<file path="src/hw/rtl/mbps_pkg.sv">
`timescale 1ns / 1ps
// ----------------------------------------------------------------------------
// mbps_pkg
// Shared types and constants for the masked byte pattern scanner.
// ----------------------------------------------------------------------------
package mbps_pkg;

    localparam int PATTERN_MAX = 64;
    localparam int OFFSET_BITS = 32;
    localparam int LEN_BITS    = $clog2(PATTERN_MAX + 1);
    localparam int MATCH_BITS  = 32;

    localparam logic [OFFSET_BITS-1:0] OFFSET_TOP = '1;

    typedef enum logic [1:0] {
        CMD_CLEAR  = 2'd0,
        CMD_APPEND = 2'd1,
        CMD_DATA   = 2'd2,
        CMD_RSVD   = 2'd3
    } command_t;

    typedef enum logic [1:0] {
        ST_MATCH   = 2'd0,
        ST_NONE    = 2'd1,
        ST_INVALID = 2'd2
    } status_t;

    typedef struct packed {
        logic shift_win;
        logic shift_pat;
        logic clear_pat;
    } mbps_ctrl_t;

    typedef struct packed {
        status_t               status;
        logic [MATCH_BITS-1:0] match_offset;
    } mbps_result_t;

endpackage

</file>
<file path="src/hw/rtl/mbps_cell.sv">
`timescale 1ns / 1ps
// ----------------------------------------------------------------------------
// mbps_cell
// One window position: a window byte, the pattern element compared with it,
// and an active bit; hands all of them on to the next cell.
// ----------------------------------------------------------------------------
module mbps_cell
    import mbps_pkg::*;
(
    input  logic       clk,
    input  logic       rst_n,
    input  mbps_ctrl_t ctrl,
    input  logic [7:0] win_in,
    input  logic [7:0] pbyte_in,
    input  logic       care_in,
    input  logic       active_in,
    output logic [7:0] win_out,
    output logic [7:0] pbyte_out,
    output logic       care_out,
    output logic       active_out,
    output logic       hit
);

    logic [7:0] win_reg, win_next;
    logic [7:0] pbyte_reg, pbyte_next;
    logic       care_reg, care_next;
    logic       active_reg, active_next;

    always_comb
    begin
        win_next    = ctrl.shift_win ? win_in : win_reg;
        pbyte_next  = ctrl.shift_pat ? pbyte_in : pbyte_reg;
        care_next   = ctrl.shift_pat ? care_in : care_reg;
        active_next = active_reg;
        if (ctrl.clear_pat)
        begin
            active_next = 1'b0;
        end
        else if (ctrl.shift_pat)
        begin
            active_next = active_in;
        end
    end

    always_ff @(posedge clk or negedge rst_n)
    begin
        if (!rst_n)
        begin
            active_reg <= 1'b0;
        end
        else
        begin
            active_reg <= active_next;
        end
    end

    always_ff @(posedge clk)
    begin
        win_reg   <= win_next;
        pbyte_reg <= pbyte_next;
        care_reg  <= care_next;
    end

    // compare against the window as it stands once the incoming byte shifts in
    assign hit        = !active_reg || !care_reg || (win_in == pbyte_reg);
    assign win_out    = win_reg;
    assign pbyte_out  = pbyte_reg;
    assign care_out   = care_reg;
    assign active_out = active_reg;

endmodule

</file>
<file path="src/hw/rtl/mbps_out_skid.sv">
`timescale 1ns / 1ps
// ----------------------------------------------------------------------------
// mbps_out_skid
// Output register with a skid entry behind it, so a new item is taken while
// a result waits for the receiver.
// ----------------------------------------------------------------------------
module mbps_out_skid
    import mbps_pkg::*;
(
    input  logic         clk,
    input  logic         rst_n,
    input  logic         in_valid,
    input  mbps_result_t in_res,
    output logic         in_ready,
    output logic         out_valid,
    input  logic         out_ready,
    output mbps_result_t out_res
);

    logic         out_valid_reg, out_valid_next;
    logic         skid_valid_reg, skid_valid_next;
    mbps_result_t out_res_reg, out_res_next;
    mbps_result_t skid_res_reg, skid_res_next;

    always_comb
    begin
        out_valid_next  = out_valid_reg;
        skid_valid_next = skid_valid_reg;
        out_res_next    = out_res_reg;
        skid_res_next   = skid_res_reg;
        if (!out_valid_reg || out_ready)
        begin
            if (skid_valid_reg)
            begin
                out_valid_next  = 1'b1;
                out_res_next    = skid_res_reg;
                skid_valid_next = in_valid;
                skid_res_next   = in_res;
            end
            else
            begin
                out_valid_next = in_valid;
                out_res_next   = in_res;
            end
        end
        else if (in_valid)
        begin
            // hold the waiting result, park the new one
            skid_valid_next = 1'b1;
            skid_res_next   = in_res;
        end
    end

    always_ff @(posedge clk or negedge rst_n)
    begin
        if (!rst_n)
        begin
            out_valid_reg  <= 1'b0;
            skid_valid_reg <= 1'b0;
        end
        else
        begin
            out_valid_reg  <= out_valid_next;
            skid_valid_reg <= skid_valid_next;
        end
    end

    always_ff @(posedge clk)
    begin
        out_res_reg  <= out_res_next;
        skid_res_reg <= skid_res_next;
    end

    assign in_ready  = !skid_valid_reg;
    assign out_valid = out_valid_reg;
    assign out_res   = out_res_reg;

endmodule

</file>
<file path="src/hw/rtl/masked_byte_pattern_scanner.sv">
`timescale 1ns / 1ps
// ----------------------------------------------------------------------------
// masked_byte_pattern_scanner
// Finds the first match of a masked byte pattern within each byte region.
// ----------------------------------------------------------------------------
// Usage:
//   Input channel (s_*): s_tuser carries the command (clear pattern, append
//   pattern element, region byte). s_tdata holds the byte and the care bit;
//   s_tlast marks the last byte of a region.
//   Output channel (m_*): one item per region's first match (status match, offset of the
//   first matching byte) or, on a region's last byte without a match, a
//   no-match or invalid-pattern status with offset zero.
//   Throughput: one input item per cycle while s_tready is high. The window
//   compare runs across all PATTERN_MAX cells in parallel in the cycle of
//   acceptance; the result is registered before it appears on m_*.
//   Stall: results go to an output register with one skid entry behind it;
//   s_tready drops only while both hold results.
//   Reset: pattern empty, no overflow, region counters cleared; no clearing
//   pass is needed.
// ----------------------------------------------------------------------------
module masked_byte_pattern_scanner
    import mbps_pkg::*;
(
    input  logic        clk,
    input  logic        rst_n,
    input  logic        s_tvalid,
    output logic        s_tready,
    input  logic [15:0] s_tdata,   // [7:0] byte_value, [8] care, [15:9] zero
    input  logic [1:0]  s_tuser,   // [1:0] command
    input  logic        s_tlast,
    output logic        m_tvalid,
    input  logic        m_tready,
    output logic [31:0] m_tdata,   // [31:0] match_offset
    output logic [1:0]  m_tuser    // [1:0] status
);

    command_t   cmd;
    logic [7:0] byte_value;
    logic       care;
    logic       accept;
    mbps_ctrl_t ctrl;

    logic [LEN_BITS-1:0]    len_reg, len_next;
    logic                   ovf_reg, ovf_next;
    logic [OFFSET_BITS-1:0] seen_reg, seen_next;
    logic                   reported_reg, reported_next;

    logic [PATTERN_MAX-1:0] hits;
    logic [PATTERN_MAX-1:0] active;
    logic [7:0]             win_chain   [PATTERN_MAX+1];
    logic [7:0]             pbyte_chain [PATTERN_MAX+1];
    logic                   care_chain  [PATTERN_MAX+1];
    logic                   act_chain   [PATTERN_MAX+1];

    logic                   full;
    logic                   pat_valid;
    logic                   is_data;
    logic                   found;
    logic [OFFSET_BITS-1:0] offset;
    logic                   res_valid;
    mbps_result_t           res;
    mbps_result_t           out_res;

    assign cmd        = command_t'(s_tuser);
    assign byte_value = s_tdata[7:0];
    assign care       = s_tdata[8];
    assign accept     = s_tvalid && s_tready;
    assign full       = (len_reg == LEN_BITS'(PATTERN_MAX));
    assign is_data    = accept && (cmd == CMD_DATA);

    assign ctrl.shift_win = is_data;
    assign ctrl.shift_pat = accept && (cmd == CMD_APPEND) && !full;
    assign ctrl.clear_pat = accept && (cmd == CMD_CLEAR);

    // cell 0 takes the new byte; the newest pattern element lines up with it
    assign win_chain[0]   = byte_value;
    assign pbyte_chain[0] = byte_value;
    assign care_chain[0]  = care;
    assign act_chain[0]   = 1'b1;

    for (genvar k = 0; k < PATTERN_MAX; k++)
    begin : g_cell
        mbps_cell u_cell (
            .clk        (clk),
            .rst_n      (rst_n),
            .ctrl       (ctrl),
            .win_in     (win_chain[k]),
            .pbyte_in   (pbyte_chain[k]),
            .care_in    (care_chain[k]),
            .active_in  (act_chain[k]),
            .win_out    (win_chain[k+1]),
            .pbyte_out  (pbyte_chain[k+1]),
            .care_out   (care_chain[k+1]),
            .active_out (act_chain[k+1]),
            .hit        (hits[k])
        );
        assign active[k] = act_chain[k+1];
    end

    always_comb
    begin
        seen_next = seen_reg;
        if (seen_reg != OFFSET_TOP)
        begin
            seen_next = seen_reg + OFFSET_BITS'(1);
        end
        pat_valid = (len_reg != '0) && !ovf_reg;
        found     = is_data && pat_valid && !reported_reg &&
                    (seen_next >= OFFSET_BITS'(len_reg)) && (&hits);
        offset    = seen_reg - OFFSET_BITS'(len_reg - LEN_BITS'(1));

        res_valid        = 1'b0;
        res.status       = ST_MATCH;
        res.match_offset = MATCH_BITS'(offset);
        if (found)
        begin
            res_valid = 1'b1;
        end
        else if (is_data && s_tlast && !reported_reg)
        begin
            res_valid        = 1'b1;
            res.status       = pat_valid ? ST_NONE : ST_INVALID;
            res.match_offset = '0;
        end
    end

    always_comb
    begin
        len_next      = len_reg;
        ovf_next      = ovf_reg;
        reported_next = reported_reg;
        if (ctrl.clear_pat)
        begin
            len_next = '0;
            ovf_next = 1'b0;
        end
        else if (accept && (cmd == CMD_APPEND))
        begin
            if (full)
            begin
                ovf_next = 1'b1;
            end
            else
            begin
                len_next = len_reg + LEN_BITS'(1);
            end
        end
        if (is_data)
        begin
            if (s_tlast)
            begin
                reported_next = 1'b0;
            end
            else if (found)
            begin
                reported_next = 1'b1;
            end
        end
    end

    always_ff @(posedge clk or negedge rst_n)
    begin
        if (!rst_n)
        begin
            len_reg      <= '0;
            ovf_reg      <= 1'b0;
            seen_reg     <= '0;
            reported_reg <= 1'b0;
        end
        else
        begin
            len_reg      <= len_next;
            ovf_reg      <= ovf_next;
            reported_reg <= reported_next;
            if (is_data)
            begin
                // drop the region count after its last byte
                seen_reg <= s_tlast ? '0 : seen_next;
            end
        end
    end

    mbps_out_skid u_out (
        .clk       (clk),
        .rst_n     (rst_n),
        .in_valid  (res_valid),
        .in_res    (res),
        .in_ready  (s_tready),
        .out_valid (m_tvalid),
        .out_ready (m_tready),
        .out_res   (out_res)
    );

    assign m_tdata = out_res.match_offset;
    assign m_tuser = out_res.status;

    a_active_count: assert property (@(posedge clk) disable iff (!rst_n)
        $countones(active) == int'(len_reg))
        else $error("active cells disagree with pattern length");

    a_ovf_full: assert property (@(posedge clk) disable iff (!rst_n)
        ovf_reg |-> full)
        else $error("overflow flagged with pattern not full");

    a_region_clear: assert property (@(posedge clk) disable iff (!rst_n)
        (is_data && s_tlast) |=> (seen_reg == '0) && !reported_reg)
        else $error("region state not cleared after last byte");

    a_stall_full: assert property (@(posedge clk) disable iff (!rst_n)
        !s_tready |-> m_tvalid)
        else $error("input stalled with no result waiting");

endmodule
</file>
<file path="config.mk">
export PLATFORM = sky130hd
export DESIGN_NAME = masked_byte_pattern_scanner
export DESIGN_NICKNAME = d
export VERILOG_FILES = /design/src/hw/rtl/mbps_pkg.sv /design/src/hw/rtl/mbps_cell.sv /design/src/hw/rtl/mbps_out_skid.sv /design/src/hw/rtl/masked_byte_pattern_scanner.sv
export SDC_FILE = /design/constraint.sdc
export NUM_CORES = 1
export LEC_CHECK = 0
export ABC_AREA = 1
export BUFFER_PORTS_ARGS = -buffer_cell sky130_fd_sc_hd__buf_2
export CAP_MARGIN = 20
export CELL_PAD_IN_SITES_DETAIL_PLACEMENT = 1
export CELL_PAD_IN_SITES_GLOBAL_PLACEMENT = 1
export CORE_ASPECT_RATIO = 0.9
export CORE_MARGIN = 2
export CORE_UTILIZATION = 30
export DETAILED_ROUTE_END_ITERATION = 10
export MAX_ROUTING_LAYER = met4
export PLACE_DENSITY = 0.63
export SLEW_MARGIN = 20
export SYNTH_ARGS = -nofsm -noshare
export SYNTH_HDL_FRONTEND = slang
export SYNTH_HIERARCHICAL = 1
export SYNTH_SLANG_ARGS = --single-unit
</file>
<file path="constraint.sdc">
create_clock -name clk -period 29 [get_ports clk]
set_input_delay 4.35 -clock clk [delete_from_list [all_inputs] [get_ports clk]]
set_output_delay 4.35 -clock clk [all_outputs]
set_load 0.1 [all_outputs]
</file>
==> impl_metrics.json <==
{
  "setup_viol": 0,
  "hold_start": "g_cell[50].u_cell/care_out$_DFFE_PP_",
  "mappedNetlistArea_um2": 52700,
  "cp-start-kind": "primary input",
  "cts_buffers": 119,
  "reg2reg_from": "u_out/skid_valid_reg$_DFFE_PN0P_",
  "cp.required_ns": 29.38,
  "drc": 0,
  "dp_slack_ns": 19.66,
  "nets": 4868,
  "vdd_drop_max_uv": 68.6,
  "powerDensity_nw_per_um2": 70.9,
  "worst_slack_ns": 20.51,
  "rsz0062_at_grt": "no",
  "crit_type": "in2reg",
  "fin_crit_sh_pct": 29.3,
  "final.setup.tns_ns": 0,
  "postCtsHoldBufs": 0,
  "slew_headroom_pct": 28.1,
  "num_rows": 145,
  "gp_congestion": 0.813,
  "cap_viol_max_count": 0,
  "wl_per_cell_um": 15.5,
  "synth.net_count": 4691,
  "critPathLaunch": "s_tuser[0]",
  "finalHoldViolCount": 0,
  "grt_antenna_before_repair": 5,
  "coreArea_um2": 174000,
  "routed_wl_mm": 111,
  "grt-ovfl-total": 0,
  "grt_pass1_vias": 33032,
  "layout_commonest_cell": "nand2_1",
  "arrival_ns": 8.87,
  "tritoncts": "built",
  "post_drt_via_cell_ratio": 4.32,
  "grt_pass1_wl_mm": 179,
  "tightest_slew_ns": 1.08,
  "largest_reg_flops": 512,
  "period_needed_ns": 8.49,
  "critPathMaxFanout": 124,
  "final-max-slew-violation-count": 0,
  "area_growth_pct": 13.2,
  "hp-class": "reg2reg",
  "clockRootBuffer": "clkbuf_16",
  "start_util_pct": 30.3,
  "p_total_w": 0.00423,
  "cts_resized": 0,
  "dieArea_um2": 179000,
  "postCtsSetupBuffers": 0,
  "ios": 59,
  "die_width_um": 446,
  "ys_warn_count": 6,
  "htreeDepth": 3,
  "layout_common_cells": "nand2_1 (1,560), edfxtp_1 (1,148), inv_1 (757)",
  "worstSetupEndpointType": "register",
  "vias": 31047,
  "first_pass_iters": 5,
  "fp.dieH_um": 402,
  "clock_latency_ns": 0.76,
  "hpwlAfterDp_mm": 74.9,
  "clock.fmax_mhz": 118,
  "finalClockSkew_ns": 0.0597,
  "drive_gt1_share_pct": 5.95,
  "ant_nets": 0,
  "status": "completed",
  "p_leak_nw": 24.3,
  "drtIter0Drc": 1548,
  "cts_sinks": 1255,
  "syn_area_per_cell_um2": 11.4,
  "clkTransAtPathRegs_ns": 0.06,
  "io_buffers": 51,
  "track_usage_pct": 12.9,
  "clockBufferDepth": 3,
  "grt_max_degree": 126,
  "synth_cells": 4625
}
## per-stage QoR
| step | hold slack [ns] | instance area (um^2) | cells | util, % |
|---|---|---|---|---|
| floorplan | 0.427 | 52700 | 4625 | - |
| global route | 0.444 | 59600 | 7185 | 34.3 |
| CTS | 0.433 | 59600 | 7181 | 34.3 |
| finish | 0.438 | 59700 | 7187 | 34.3 |
| global placement | 0.427 | 55900 | 6958 | 32.1 |
| detailed placement | 0.434 | 55900 | 6958 | 32.1 |
## worst paths after layout
check | end | slack [ns] | cells past startpoint
hold / removal | g_cell[51].u_cell/care_out$_DFFE_PP_ | 0.44 | 0
setup reg to reg | u_out/skid_res_reg[24]$_DFFE_PP_ | 23.33 | 11
max in group asynchronous | seen_reg[25]$_DFFE_PN0P_ | 24.08 | 2
min in group asynchronous | u_out/skid_valid_reg$_DFFE_PN0P_ | 3.51 | 1
hold reg to reg | g_cell[51].u_cell/care_out$_DFFE_PP_ | 0.44 | 0
setup / recovery | u_out/skid_res_reg[24]$_DFFE_PP_ | 20.51 | 11
## layer usage
layer	track usage [%]	vias to the layer above	share of wire [%]
met2	21.9	298	50
met3	2.11	157	2.8
met4	3.22	0	2.3
li1	-	15308	-
met5	-	-	0
met1	15.9	15284	45
## area by class of cell
| class | count | area [um^2] |
|---|---|---|
| clock buffers | 168 | 3280 |
| repair buffers | 76 | 462 |
| diodes | 5 | 12.5 |
| flip-flops and latches | 1255 | 37200 |
| clock inverters | 55 | 483 |
| multi-input cells | 2587 | 12500 |
| well taps | 2278 | 2850 |
| fillers | 19074 | 114000 |
| inverters | 763 | 2880 |
## power breakdown
part	internal, W	switching [W]	leakage [nW]	total [W]
Sequential	0.00207	0.0000593	11.2	0.00213
Clock	0.000827	0.000686	1.82	0.00151
Combinational	0.000141	0.000449	11.3	0.000590
Total	0.00304	0.00119	24.3	0.00423
## critical path, cell delays in order
cell,delay (ns)
buf_2,0.13
inv_1,0.05
nand4_1,0.68
inv_8,1.01
nand4_1,0.18
nor4_1,0.70
nand2_4,0.48
nand2_2,0.18
nand2_1,0.08
nand2_1,0.55
buf_4,0.43
No activity file was read; power rests on OpenSTA's default activity.
